## src/design/ibt_pkg.sv

```systemverilog
// Package with the types, constants and tree sizing functions of the booking table.
`timescale 1ns / 1ps

package ibt_pkg;

  // Default sizes of the table.
  localparam int CAPACITY_DEF  = 1024;
  localparam int TIME_BITS_DEF = 31;

  // Fixed widths of the result fields.
  localparam int STATUS_BITS = 2;
  localparam int USED_BITS   = 11;

  // Fan-in of one node of the registered clash reduction tree.
  localparam int FAN_IN = 32;

  // Result status codes.
  typedef enum logic [STATUS_BITS-1:0] {
    ST_BOOKED  = 2'd0,
    ST_OVERLAP = 2'd1,
    ST_FULL    = 2'd2
  } status_t;

  // Request sequencer states.
  typedef enum logic [1:0] {
    S_IDLE,
    S_SEARCH,
    S_COMMIT
  } state_t;

  // Number of nodes at a given level of the tree; level zero is the leaves.
  function automatic int level_width(input int n, input int l);
    int w;
    w = n;
    for (int k = 0; k < 16; k++) begin
      if (k < l) begin
        w = (w + FAN_IN - 1) / FAN_IN;
      end
    end
    return w;
  endfunction

  // Number of registered levels needed to reduce n leaves to one bit.
  function automatic int tree_levels(input int n);
    int w;
    int lv;
    w  = n;
    lv = 0;
    for (int k = 0; k < 16; k++) begin
      if (w > 1) begin
        w  = (w + FAN_IN - 1) / FAN_IN;
        lv = lv + 1;
      end
    end
    return lv;
  endfunction

  // Position of the first node of a level when all levels are laid end to end.
  function automatic int level_base(input int n, input int l);
    int acc;
    acc = 0;
    for (int k = 0; k < 16; k++) begin
      if (k < l) begin
        acc = acc + level_width(n, k);
      end
    end
    return acc;
  endfunction

endpackage

```

## src/design/ibt_cell.sv

```systemverilog
// One table cell: holds one booked interval, tests the request and shifts on insert.
`timescale 1ns / 1ps

module ibt_cell
  import ibt_pkg::*;
#(
  parameter int TIME_BITS = TIME_BITS_DEF
) (
  input  logic                 clk,
  input  logic [TIME_BITS-1:0] req_start,
  input  logic [TIME_BITS-1:0] req_end,
  input  logic                 occupied,
  input  logic                 insert_en,
  input  logic                 prev_aoa,
  input  logic [TIME_BITS-1:0] prev_start,
  input  logic [TIME_BITS-1:0] prev_end,
  output logic                 aoa,
  output logic [TIME_BITS-1:0] start_o,
  output logic [TIME_BITS-1:0] end_o,
  output logic                 clash_o
);

  logic [TIME_BITS-1:0] start_r;
  logic [TIME_BITS-1:0] end_r;
  logic                 clash_r;
  logic                 place;
  logic                 clash;

  // A free cell, or one whose start is not below the request, lies at or after
  // the insertion point. The point itself is where the predecessor says no.
  assign aoa   = !occupied || (start_r >= req_start);
  assign place = aoa && !prev_aoa;

  // Only the cell at the insertion point can report a clash: either its
  // predecessor runs past the new start, or its own interval overlaps.
  assign clash = place && ((prev_end > req_start) ||
                           (occupied && (req_start < end_r) && (req_end > start_r)));

  // Clash flag for the reduction tree.
  always_ff @(posedge clk) begin
    clash_r <= clash;
  end

  // On insert, cells past the point take their neighbour's entry and the
  // cell at the point takes the request.
  always_ff @(posedge clk) begin
    if (insert_en) begin
      if (prev_aoa) begin
        start_r <= prev_start;
        end_r   <= prev_end;
      end else if (place) begin
        start_r <= req_start;
        end_r   <= req_end;
      end
    end
  end

  assign start_o = start_r;
  assign end_o   = end_r;
  assign clash_o = clash_r;

endmodule

```

## config.mk

```make
export PLATFORM = sky130hd
export DESIGN_NAME = ibt_cell
export DESIGN_NICKNAME = d
export VERILOG_FILES = /design/src/design/ibt_pkg.sv /design/src/design/ibt_cell.sv
export SDC_FILE = /design/constraint.sdc
export NUM_CORES = 1
export LEC_CHECK = 0
export BUFFER_PORTS_ARGS = -buffer_cell sky130_fd_sc_hd__buf_4
export CAP_MARGIN = 20
export CELL_PAD_IN_SITES_DETAIL_PLACEMENT = 1
export CELL_PAD_IN_SITES_GLOBAL_PLACEMENT = 1
export CORE_UTILIZATION = 40
export DETAILED_ROUTE_END_ITERATION = 10
export GPL_ROUTABILITY_DRIVEN = 1
export GPL_TIMING_DRIVEN = 0
export HOLD_SLACK_MARGIN = 0.03
export PLACE_DENSITY = 0.95
export SYNTH_ARGS = -nofsm -noshare
export SYNTH_HDL_FRONTEND = slang
export SYNTH_SLANG_ARGS = --single-unit
export TNS_END_PERCENT = 30
```

## constraint.sdc

```tcl
create_clock -name clk -period 6.8 [get_ports clk]
set_input_delay 0.34 -clock clk [delete_from_list [all_inputs] [get_ports clk]]
set_output_delay 0.34 -clock clk [all_outputs]
set_load 0.005 [all_outputs]
```

==> metrics.txt <==
Area Overhead vs Synth 34.22%; non-filler cells, final 956; cell internal pwr 897.7 uW; Starting Density 0.4150; number of cells after detailed placement 940; Worst Path Max Fanout 62; CTS H-tree depth 3; Post-synth top flop edfxtp_1; Clock Latency Late Sink 0.34 ns; setup violators final 0; sw frac 0.3093; WL final 19,470 um; initial antenna violation count 0; most common cell after layout, fill and taps aside buf_4; FP Rows 42; met3 usage 0.02994; clock share of power 0.323; Clock transition at path regs 0.06 ns; DIE AREA 14,430 um^2; # DRC 0; yosys warns 0; slew margin rel. 0.3398; largest net degree at the start of global routing 63; number of diodes 0; Slew Viols, Final 0; Final min period 3.251 ns; Cells after Synth 574; DP Wirelength 16,030 um; fin crit share 0.4781; Vias per Instance 5.465; FF+latch count, synth 63; vias in the first global route 5,693; CTS Sinks 63; die height 120.1 um; setup TNS 0 ns; Synth Cell Area 5583 um^2; commonest cells after routing, fill and taps aside buf_4 (190), ha_1 (123), inv_1 (95); Max VDD drop 96.50 uV; worst slew pin tran 0.9903 ns; PwrDens 173.5 nW/um^2; CTS Buf Count 9; critical path class flip-flop to flip-flop; gp weighted congestion 0.8637; first-pass GRT wire length 30,010 um; fmax 307.6 MHz; syn nets 825; Max-Cap Viols 0; GR Overflow Total 0; register area share after synthesis 0.3371; Critical Path RT 6.76 ns; met1 usage 0.3314; Async SR Flop Fraction 0; grt peak-use layer met2; postcts setup bufs 0; chip width 120.1 um; part of the power in registers 0.377; Hold-fix buffers, CTS 0; Total GRT Usage 0.2764; RSZ-0062 raised after global routing no; outcome finished, final reports clean; Post-DRT Antenna Nets 0; post-synthesis cell type count 48; IO Count 192; Tightest Hold Check Type input pin to flip-flop; met2 Track Usage GR 0.4960; drt pass-1 iters 5; clk root buf clkbuf_16; EDFF count, synth 62; PnR Total Power 1300 uW; CORE AREA 13,450 um^2; Final Hold Viols 0; routed vias 5,225; Net Sw Power 402.0 uW; port bufs 190; Pleak 0.003758 uW; clock skew 0.006621 ns; nets 1,026; clock buffer depth 2; Setup crit start kind flip-flop; crit end category flip-flop; initial drt markers 230; TritonCTS clock tree built; crit path DAT 3.21 ns; drt wl/cell 20.37 um; layout cells sized above 1 0.3064; syn_area_per_cell 9.726 um^2; combinational share of power 0.300; post_cts resized 0
==> cells in the mapped netlist (all sizes together), types with 3 or more instances <==
| cell type | n | share of area |
|---|---|---|
| clkbuf | 6 | 0.0040 |
| buf | 5 | 0.0034 |
| and3 | 3 | 0.0034 |
| a21o | 14 | 0.019 |
| o21ai | 49 | 0.044 |
| inv | 95 | 0.064 |
| nand2b | 6 | 0.0067 |
| nand3 | 4 | 0.0036 |
| nand4 | 22 | 0.026 |
| a21oi | 42 | 0.038 |
| mux2 | 31 | 0.063 |
| nor3 | 4 | 0.0045 |
| a211oi | 8 | 0.013 |
| nor2b | 8 | 0.0090 |
| ha | 123 | 0.28 |
| edfxtp | 62 | 0.33 |
| o2111ai | 4 | 0.0063 |
| nor2 | 9 | 0.0061 |
| nand2 | 50 | 0.034 |
==> stage by stage <==
step | hold WS (ns) | util | cell area, um^2 | setup WS [ns]
6_report | 0.2758 | 0.5570 | 7493 | 3.549
2_1_floorplan | 0.5271 | - | 5583 | 3.253
4_1_cts | 0.2719 | 0.5570 | 7493 | 3.559
3_3_place_gp | 0.6202 | 0.5374 | 7229 | 2.134
5_1_grt | 0.2827 | 0.5570 | 7493 | 3.391
3_5_place_dp | 0.6259 | 0.5379 | 7237 | 3.529
==> power by group through the flow <==
| stage | Combinational [uW] | Sequential [uW] | Clock [uW] |
|---|---|---|---|
| 2_1_floorplan | 189 | 494 | 0 |
| 3_3_place_gp | 359 | 498 | 0 |
| 3_5_place_dp | 385 | 498 | 0 |
| 4_1_cts | 391 | 490 | 418 |
| 5_1_grt | 430 | 493 | 436 |
| 6_report | 389 | 490 | 420 |
==> layer usage <==
| layer | up-vias | part of all wire |
|---|---|---|
| li1 | 2482 | - |
| met1 | 2565 | 0.42 |
| met2 | 146 | 0.52 |
| met3 | 32 | 0.035 |
| met4 | 0 | 0.030 |
| met5 | - | 0 |
==> critical path, stage by stage (launching register included) <==
cell and delay (ns):
edfxtp_1 0.45, ha_1 0.35, nand4_1 0.15, or3_1 0.44, o41ai_2 0.59, o21a_4 0.84
==> final cells by class <==
cell class / count / area [um^2]
Sequential cell: 63 / 1882
Clock buffer: 10 / 229.0
Buffer: 11 / 41.29
Fill cell: 1621 / 5959
Timing Repair Buffer: 190 / 1426
Inverter: 95 / 356.6
Clock inverter: 6 / 27.53
Tap cell: 176 / 220.2
Multi-Input combinational cell: 405 / 3311
==> kinds of logic (layout without fill, tap and decap cells) <==
| group | Yosys count | count (layout) | synth area share |
|---|---|---|---|
| simple gates | 119 | 119 | 0.1098 |
| fa+ha+maj | 123 | 123 | 0.2757 |
| mux | 31 | 31 | 0.06253 |
| compound gates | 132 | 132 | 0.1437 |
| buf+inv | 106 | 312 | 0.07127 |
| flops | 63 | 63 | 0.3371 |
==> registers in the layout (all words and copies together) (netlist names) <==
name	count
start_o	31
clash_o	1
end_o	31
==> path summary, 6_finish.rpt <==
kind                      start         end  slack [ns]  cells past startpoint
hold reg to reg     start_o[18]     clash_o        1.01                      4
setup / recovery    start_o[26]   end_o[15]        3.55                      5
setup reg to reg    start_o[26]   end_o[15]        3.55                      5
hold / removal    prev_start[2]  start_o[2]        0.28                      3
Power figures use the tool's default switching activity.
