File: config.mk
export PLATFORM = sky130hd
export DESIGN_NAME = ibt_or_tree
export DESIGN_NICKNAME = d
export VERILOG_FILES = /design/src/design/ibt_pkg.sv /design/src/design/ibt_or_tree.sv
export SDC_FILE = /design/constraint.sdc
export NUM_CORES = 1
export LEC_CHECK = 0
export BUFFER_PORTS_ARGS = -buffer_cell sky130_fd_sc_hd__buf_2
export CAP_MARGIN = 20
export CORE_AREA = 2 2 397 399
export DETAILED_ROUTE_END_ITERATION = 8
export DIE_AREA = 0 0 399 401
export PLACE_DENSITY = 0.3
export SLEW_MARGIN = 5
export SYNTH_ARGS = -nofsm -noshare
export SYNTH_HDL_FRONTEND = slang
export SYNTH_SLANG_ARGS = --single-unit
File: constraint.sdc
create_clock -name clk -period 1 [get_ports clk]
set_input_delay 0.25 -clock clk [delete_from_list [all_inputs] [get_ports clk]]
set_output_delay 0.25 -clock clk [all_outputs]
set_load 0.01 [all_outputs]
File: src/design/ibt_pkg.sv
// Package with the types, constants and tree sizing functions of the booking table.
`timescale 1ns / 1ps

package ibt_pkg;

  // Default sizes of the table.
  localparam int CAPACITY_DEF  = 1024;
  localparam int TIME_BITS_DEF = 31;

  // Fixed widths of the result fields.
  localparam int STATUS_BITS = 2;
  localparam int USED_BITS   = 11;

  // Fan-in of one node of the registered clash reduction tree.
  localparam int FAN_IN = 32;

  // Result status codes.
  typedef enum logic [STATUS_BITS-1:0] {
    ST_BOOKED  = 2'd0,
    ST_OVERLAP = 2'd1,
    ST_FULL    = 2'd2
  } status_t;

  // Request sequencer states.
  typedef enum logic [1:0] {
    S_IDLE,
    S_SEARCH,
    S_COMMIT
  } state_t;

  // Number of nodes at a given level of the tree; level zero is the leaves.
  function automatic int level_width(input int n, input int l);
    int w;
    w = n;
    for (int k = 0; k < 16; k++) begin
      if (k < l) begin
        w = (w + FAN_IN - 1) / FAN_IN;
      end
    end
    return w;
  endfunction

  // Number of registered levels needed to reduce n leaves to one bit.
  function automatic int tree_levels(input int n);
    int w;
    int lv;
    w  = n;
    lv = 0;
    for (int k = 0; k < 16; k++) begin
      if (w > 1) begin
        w  = (w + FAN_IN - 1) / FAN_IN;
        lv = lv + 1;
      end
    end
    return lv;
  endfunction

  // Position of the first node of a level when all levels are laid end to end.
  function automatic int level_base(input int n, input int l);
    int acc;
    acc = 0;
    for (int k = 0; k < 16; k++) begin
      if (k < l) begin
        acc = acc + level_width(n, k);
      end
    end
    return acc;
  endfunction

endpackage

File: src/design/ibt_or_tree.sv
// Registered OR reduction tree that merges the clash flags of all cells.
`timescale 1ns / 1ps

module ibt_or_tree
  import ibt_pkg::*;
#(
  parameter int N = CAPACITY_DEF
) (
  input  logic         clk,
  input  logic [N-1:0] leaves,
  output logic         any_o
);

  localparam int LEVELS  = tree_levels(N);
  localparam int TOTAL_R = level_base(N, LEVELS + 1) - N;

  logic [TOTAL_R-1:0]   node_d;
  logic [TOTAL_R-1:0]   node_r;
  logic [N+TOTAL_R-1:0] avail;

  // Leaves and all registered levels side by side.
  assign avail = {node_r, leaves};

  // Each node ORs up to FAN_IN nodes of the level below it.
  for (genvar l = 1; l <= LEVELS; l++) begin : g_lvl
    localparam int WP = level_width(N, l - 1);
    localparam int WC = level_width(N, l);
    localparam int BP = level_base(N, l - 1);
    localparam int BC = level_base(N, l) - N;
    for (genvar j = 0; j < WC; j++) begin : g_node
      localparam int LO = j * FAN_IN;
      localparam int HI = (LO + FAN_IN < WP) ? (LO + FAN_IN - 1) : (WP - 1);
      assign node_d[BC + j] = |avail[BP + HI : BP + LO];
    end
  end

  // One register stage per level.
  always_ff @(posedge clk) begin
    node_r <= node_d;
  end

  assign any_o = node_r[TOTAL_R-1];

endmodule

==> impl_metrics.ini, run 1 <==
[floorplan]
initial_utilization_pct = 2.02
die_height_um = 401
rows = 145
die_w_um = 399
die-area_um2 = 160000
ioPinCount = 1026
design.core.area_um2 = 156000

[placement]
hpwlAfterDp_um = 57600
dp.cells = 3548
place_area_um2 = 11400
globalplace.congestion = 0.935
port_buffers = 1025

[sta]
fmax_mhz = 689
setup_viol = 10
worst_slew_pin_slew_ps = 436
holdWs_ps = 179
finalHoldViolCount = 0
slew_violations = 0
fin_ws_ps = -451
rsz0062_at_grt = true
finClkSkew_ps = 20.0
min_period_over_period_pct = 145
worst_slew_margin_rel_pct = 70.9
period_needed_ps = 1450
finalSetupTns_ps = -917

[yosys]
synth_area_um2 = 3140
synth-seq-cells = 33
synthXorXnorAreaFrac_pct = 0
synthCells = 396
yosys-top-cells-area = nor4_1 46%, dfxtp_1 21%, nand4_1 13%
synthAdderAreaFrac_pct = 0
ys_seq_area_share_pct = 21.1
synth_compound_area_share_pct = 0
yosysTopAreaCell = nor4_1
ys_types = 5
synth_top_family_by_area = simple AND/OR/NAND/NOR gates
synthDominantCellAreaShare_pct = 46.1
avgSynthCellArea_um2 = 7.92
synth_warnings = 0
syn_nets = 1421
synth_simple_gate_area_share_pct = 78.9
synthMuxAreaShare_pct = 0

[setup_path]
critPathMaxFanout = 1
arrival_ps = 1680
setup.worst_path.start_class = register
cpPeakStageDelay_ps = 390
cp-end-kind = register
crit_chain = nor4_4, buf_4, nand4_1, or2_1
cp_slowest_cell = dfxtp_4
critPathKind = register to register
crit_required_ps = 1230

[layout]
final_area_um2 = 12300
final_layout_size_suffix_gt1_share_pct = 79.9
syn_to_final_growth_pct = 291
largest_reg_flops = 33
final_cells = 3563
largestRegisters = node_r: 33 flops
final_util_pct = 7.88
layout_commonest_cell = buf_2
layout_common_cells = 998 x buf_2, 179 x nor4_1, 66 x nand4_1, 64 x buf_4, 60 x nor4_2
final_net_count = 2520
regMostFlops = node_r

[clock_tree]
ctsHoldBuffers = 0
path_clk_slew_ps = 80
cts_root_buffer = clkbuf_16
ctsHtreeMaxLevel = 2
cts_tree = built
cts_setup_buffers = 0
cts_buffer_depth = 2
clock-sinks = 33
numCtsBuffers = 5
insertion_delay_ps = 350

[global_route]
grt_util_all_layers_pct = 7.46
grt_overflow_total = 0
grt_start_max_net_pins = 12
first_global_vias = 9300
grt_pass1_wl_um = 77800
antenna_found_initial = 35

[drt]
via_per_inst = 2.39
wl_per_cell_um = 17.6
ant_nets = 0
num_vias = 8533
drcViolationCount = 0
dr.pass1.iters = 4
wl_um = 62600
drtIter0Drc = 341

[outcome]
violations = negative setup slack
outcome = complete, but fails checks

[power_and_ir_drop]
leakage_uw = 0.00504
ir_worst_vdd_mv = 0.670
powerDensity_nw_per_um2 = 510

[min_path]
hold_path_class = primary input to register

[job]
max_cap_viol_count = 0
==> kinds of logic (layout without fill, tap and decap cells) <==
family / count (synthesis) / in the layout
other: 0 / 9
and+or+nand+nor: 363 / 363
DFF: 33 / 33
buffers and inverters: 0 / 1100
==> metrics by stage <==
step | total power (µW) | setup slack, ps
after floorplan | 1550 | 40.0
after global placement | 4110 | -1710
after detailed placement | 4080 | -941
after CTS | 6540 | -570
after global routing | 6800 | -556
final | 6250 | -451
==> final timing paths <==
| check | startpoint | end | slack [ps] | depth (start not counted) |
|---|---|---|---|---|
| max | node_r[3] | node_r[32] | -450 | 4 |
| min | leaves[52] | node_r[1] | 180 | 4 |
| max reg2reg | node_r[3] | node_r[32] | -450 | 4 |
| min reg2reg | node_r[27] | node_r[32] | 670 | 4 |
==> routing by layer <==
| metal | GRT usage [%] | part of all wire (%) | up-vias |
|---|---|---|---|
| met1 | 7.86 | 36 | 3815 |
| met2 | 14.2 | 52 | 553 |
| met5 | 0 | 0.056 | - |
| li1 | - | - | 4059 |
| met3 | 1.71 | 7.5 | 100 |
| met4 | 2.77 | 4.1 | 6 |
==> layout make-up <==
type,count,area [µm²]
Antenna cell,9,22.5
Tap cell,2058,2570
Clock inverter,3,17.5
Timing Repair Buffer,1092,5820
Fill cell,18500,143000
Sequential cell,33,673
Multi-Input combinational cell,363,3030
Clock buffer,5,125
==> synth_stat cells, drive strengths merged <==
library cell,instances
or2,33
nor4,264
dfxtp,33
nand4,66
==> what timing repair did <==
item / in CTS / in global routing
cloned: 0 / 0
pin swaps: 28 / 21
resized for setup: 72 / 42
setup endpoints to repair: 15 / 21
==> report_power, final <==
group | total, µW | leakage (µW) | internal [µW] | switching [µW]
Sequential | 1310 | 0.000265 | 1310 | 0.00000112
Combinational | 3010 | 0.00470 | 1720 | 1290
Clock | 1940 | 0.0000696 | 925 | 1010
Total | 6250 | 0.00504 | 3950 | 2300
==> critical path, delay by kind of cell (launching register included) <==
| kind | cells | cell delay (ps) |
|---|---|---|
| flip-flops | 1 | 390 |
| AND/OR/NAND/NOR | 3 | 750 |
| buffers and inverters | 1 | 180 |
(Power assumes the default switching activity.)
==> inputs of run 2 (changes only) <==
RECOVER_POWER = 50   (was not set)
==> impl_metrics.ini, run 2 (synthesis gave the netlist of run 1 again) <==
[job]
max_cap_viol_count = 0

[layout]
fillCellCount = 18500
final_net_count = 2520
largestRegisters = node_r: 33 flops
final_util_pct = 7.87
final_cells = 3562
largest_reg_flops = 33
syn_to_final_growth_pct = 290
layout_commonest_cell = buf_2
regMostFlops = node_r
final_layout_size_suffix_gt1_share_pct = 79.8
layout_common_cells = 998 x buf_2, 180 x nor4_1, 66 x nand4_1, 62 x buf_4, 59 x nor4_2
final_area_um2 = 12300

[setup_path]
crit_required_ps = 1230
crit_chain = nor4_4, buf_4, nand4_1, or2_1
crit_start = node_r[3]
critPathKind = register to register
cp_num_buf_inv = 1
cpLargestDelayFamily = simple AND/OR/NAND/NOR gates
cp_slowest_cell = dfxtp_4
cp-end-kind = register
cpPeakStageDelay_ps = 390
r2r-start = node_r[3]
arrival_ps = 1680
setup.worst_path.start_class = register
critPathMaxFanout = 1

[floorplan]
ioPinCount = 1026
die_w_um = 399
design.core.area_um2 = 156000
die_height_um = 401
die-area_um2 = 160000
rows = 145
initial_utilization_pct = 2.02

[drt]
drtIter0Drc = 362
drcViolationCount = 0
num_vias = 8498
wl_um = 62700
ant_nets = 0
dr.pass1.iters = 4
wl_per_cell_um = 17.6
via_per_inst = 2.39

[sta]
setup_viol = 9
fin_ws_ps = -451
worst_slew_margin_rel_pct = 70.9
holdWs_ps = 180
finalHoldViolCount = 0
slew_violations = 0
min_period_over_period_pct = 145
rsz0062_at_grt = true
finClkSkew_ps = 19.9
fmax_mhz = 689
worst_slew_pin_slew_ps = 436
period_needed_ps = 1450

[placement]
place_area_um2 = 11400
hpwlAfterDp_um = 57600
dp.cells = 3548
globalplace.congestion = 0.935
port_buffers = 1025

[clock_tree]
cts_buffer_depth = 2
path_clk_slew_ps = 80
ctsHtreeMaxLevel = 2
numCtsBuffers = 5
cts_tree = built
cts_root_buffer = clkbuf_16
clock-sinks = 33
insertion_delay_ps = 350

[min_path]
hold_path_class = primary input to register
hold_start = leaves[52]

[global_route]
grt_overflow_total = 0
antenna_found_initial = 35
grt_pass1_wl_um = 77800
grt_start_max_net_pins = 12
grt_util_all_layers_pct = 7.46
first_global_vias = 9300

[outcome]
outcome = complete, but fails checks
violations = negative setup slack

[power_and_ir_drop]
p_total_uw = 6250
powerDensity_nw_per_um2 = 510
leakage_uw = 0.00504
ir_worst_vdd_mv = 0.670
-- run 2: worst paths after layout --
path / end / slack [ps] / cells past startpoint
max: node_r[32] / -450 / 4
max reg2reg: node_r[32] / -450 / 4
min: node_r[1] / 180 / 4
min reg2reg: node_r[32] / 670 / 4
-- run 2: per-stage QoR --
stage                     TNS [ps]  setup slack (ps)
after floorplan                  0              40.0
after global placement      -17050             -1710
after detailed placement    -14460              -941
after CTS                    -1810              -570
after global routing         -1650              -556
final                         -941              -451
-- run 2: cell type report --
class                           instances  area [µm²]  share of cell area (%)
Multi-Input combinational cell        363        3030                    24.7
Clock inverter                          3        17.5                   0.143
Tap cell                             2058        2570                    21.0
Clock buffer                            5         125                    1.02
Antenna cell                            8        20.0                   0.163
Sequential cell                        33         673                    5.49
Timing Repair Buffer                 1092        5820                    47.5
-- run 2: per-layer routing --
layer / track usage, % / share of wire, % / vias up
met5: 0 / 0.056 / -
met4: 2.77 / 3.9 / 6
met3: 1.71 / 7.1 / 94
met2: 14.2 / 53 / 551
met1: 7.86 / 36 / 3791
li1: - / - / 4056
-- run 2: what timing repair did --
item / 4_1_cts / 5_1_grt
hold buffers: 0 / 0
endpoints found under the setup margin: 15 / 21
gates resized for setup: 72 / 42
buffers inserted: 0 / 0
pin swaps: 28 / 21
-- run 2: power breakdown --
part           total (µW)  switching, µW  leakage, µW  internal [µW]
Clock                1930           1010    0.0000696            925
Sequential           1310     0.00000112     0.000265           1310
Combinational        3010           1300      0.00470           1710
-- run 2: tightest hold or removal path, delay by kind of cell --
kind                   cells  cell delay, ps
buffers and inverters      1              80
and+or+nand+nor            3             170
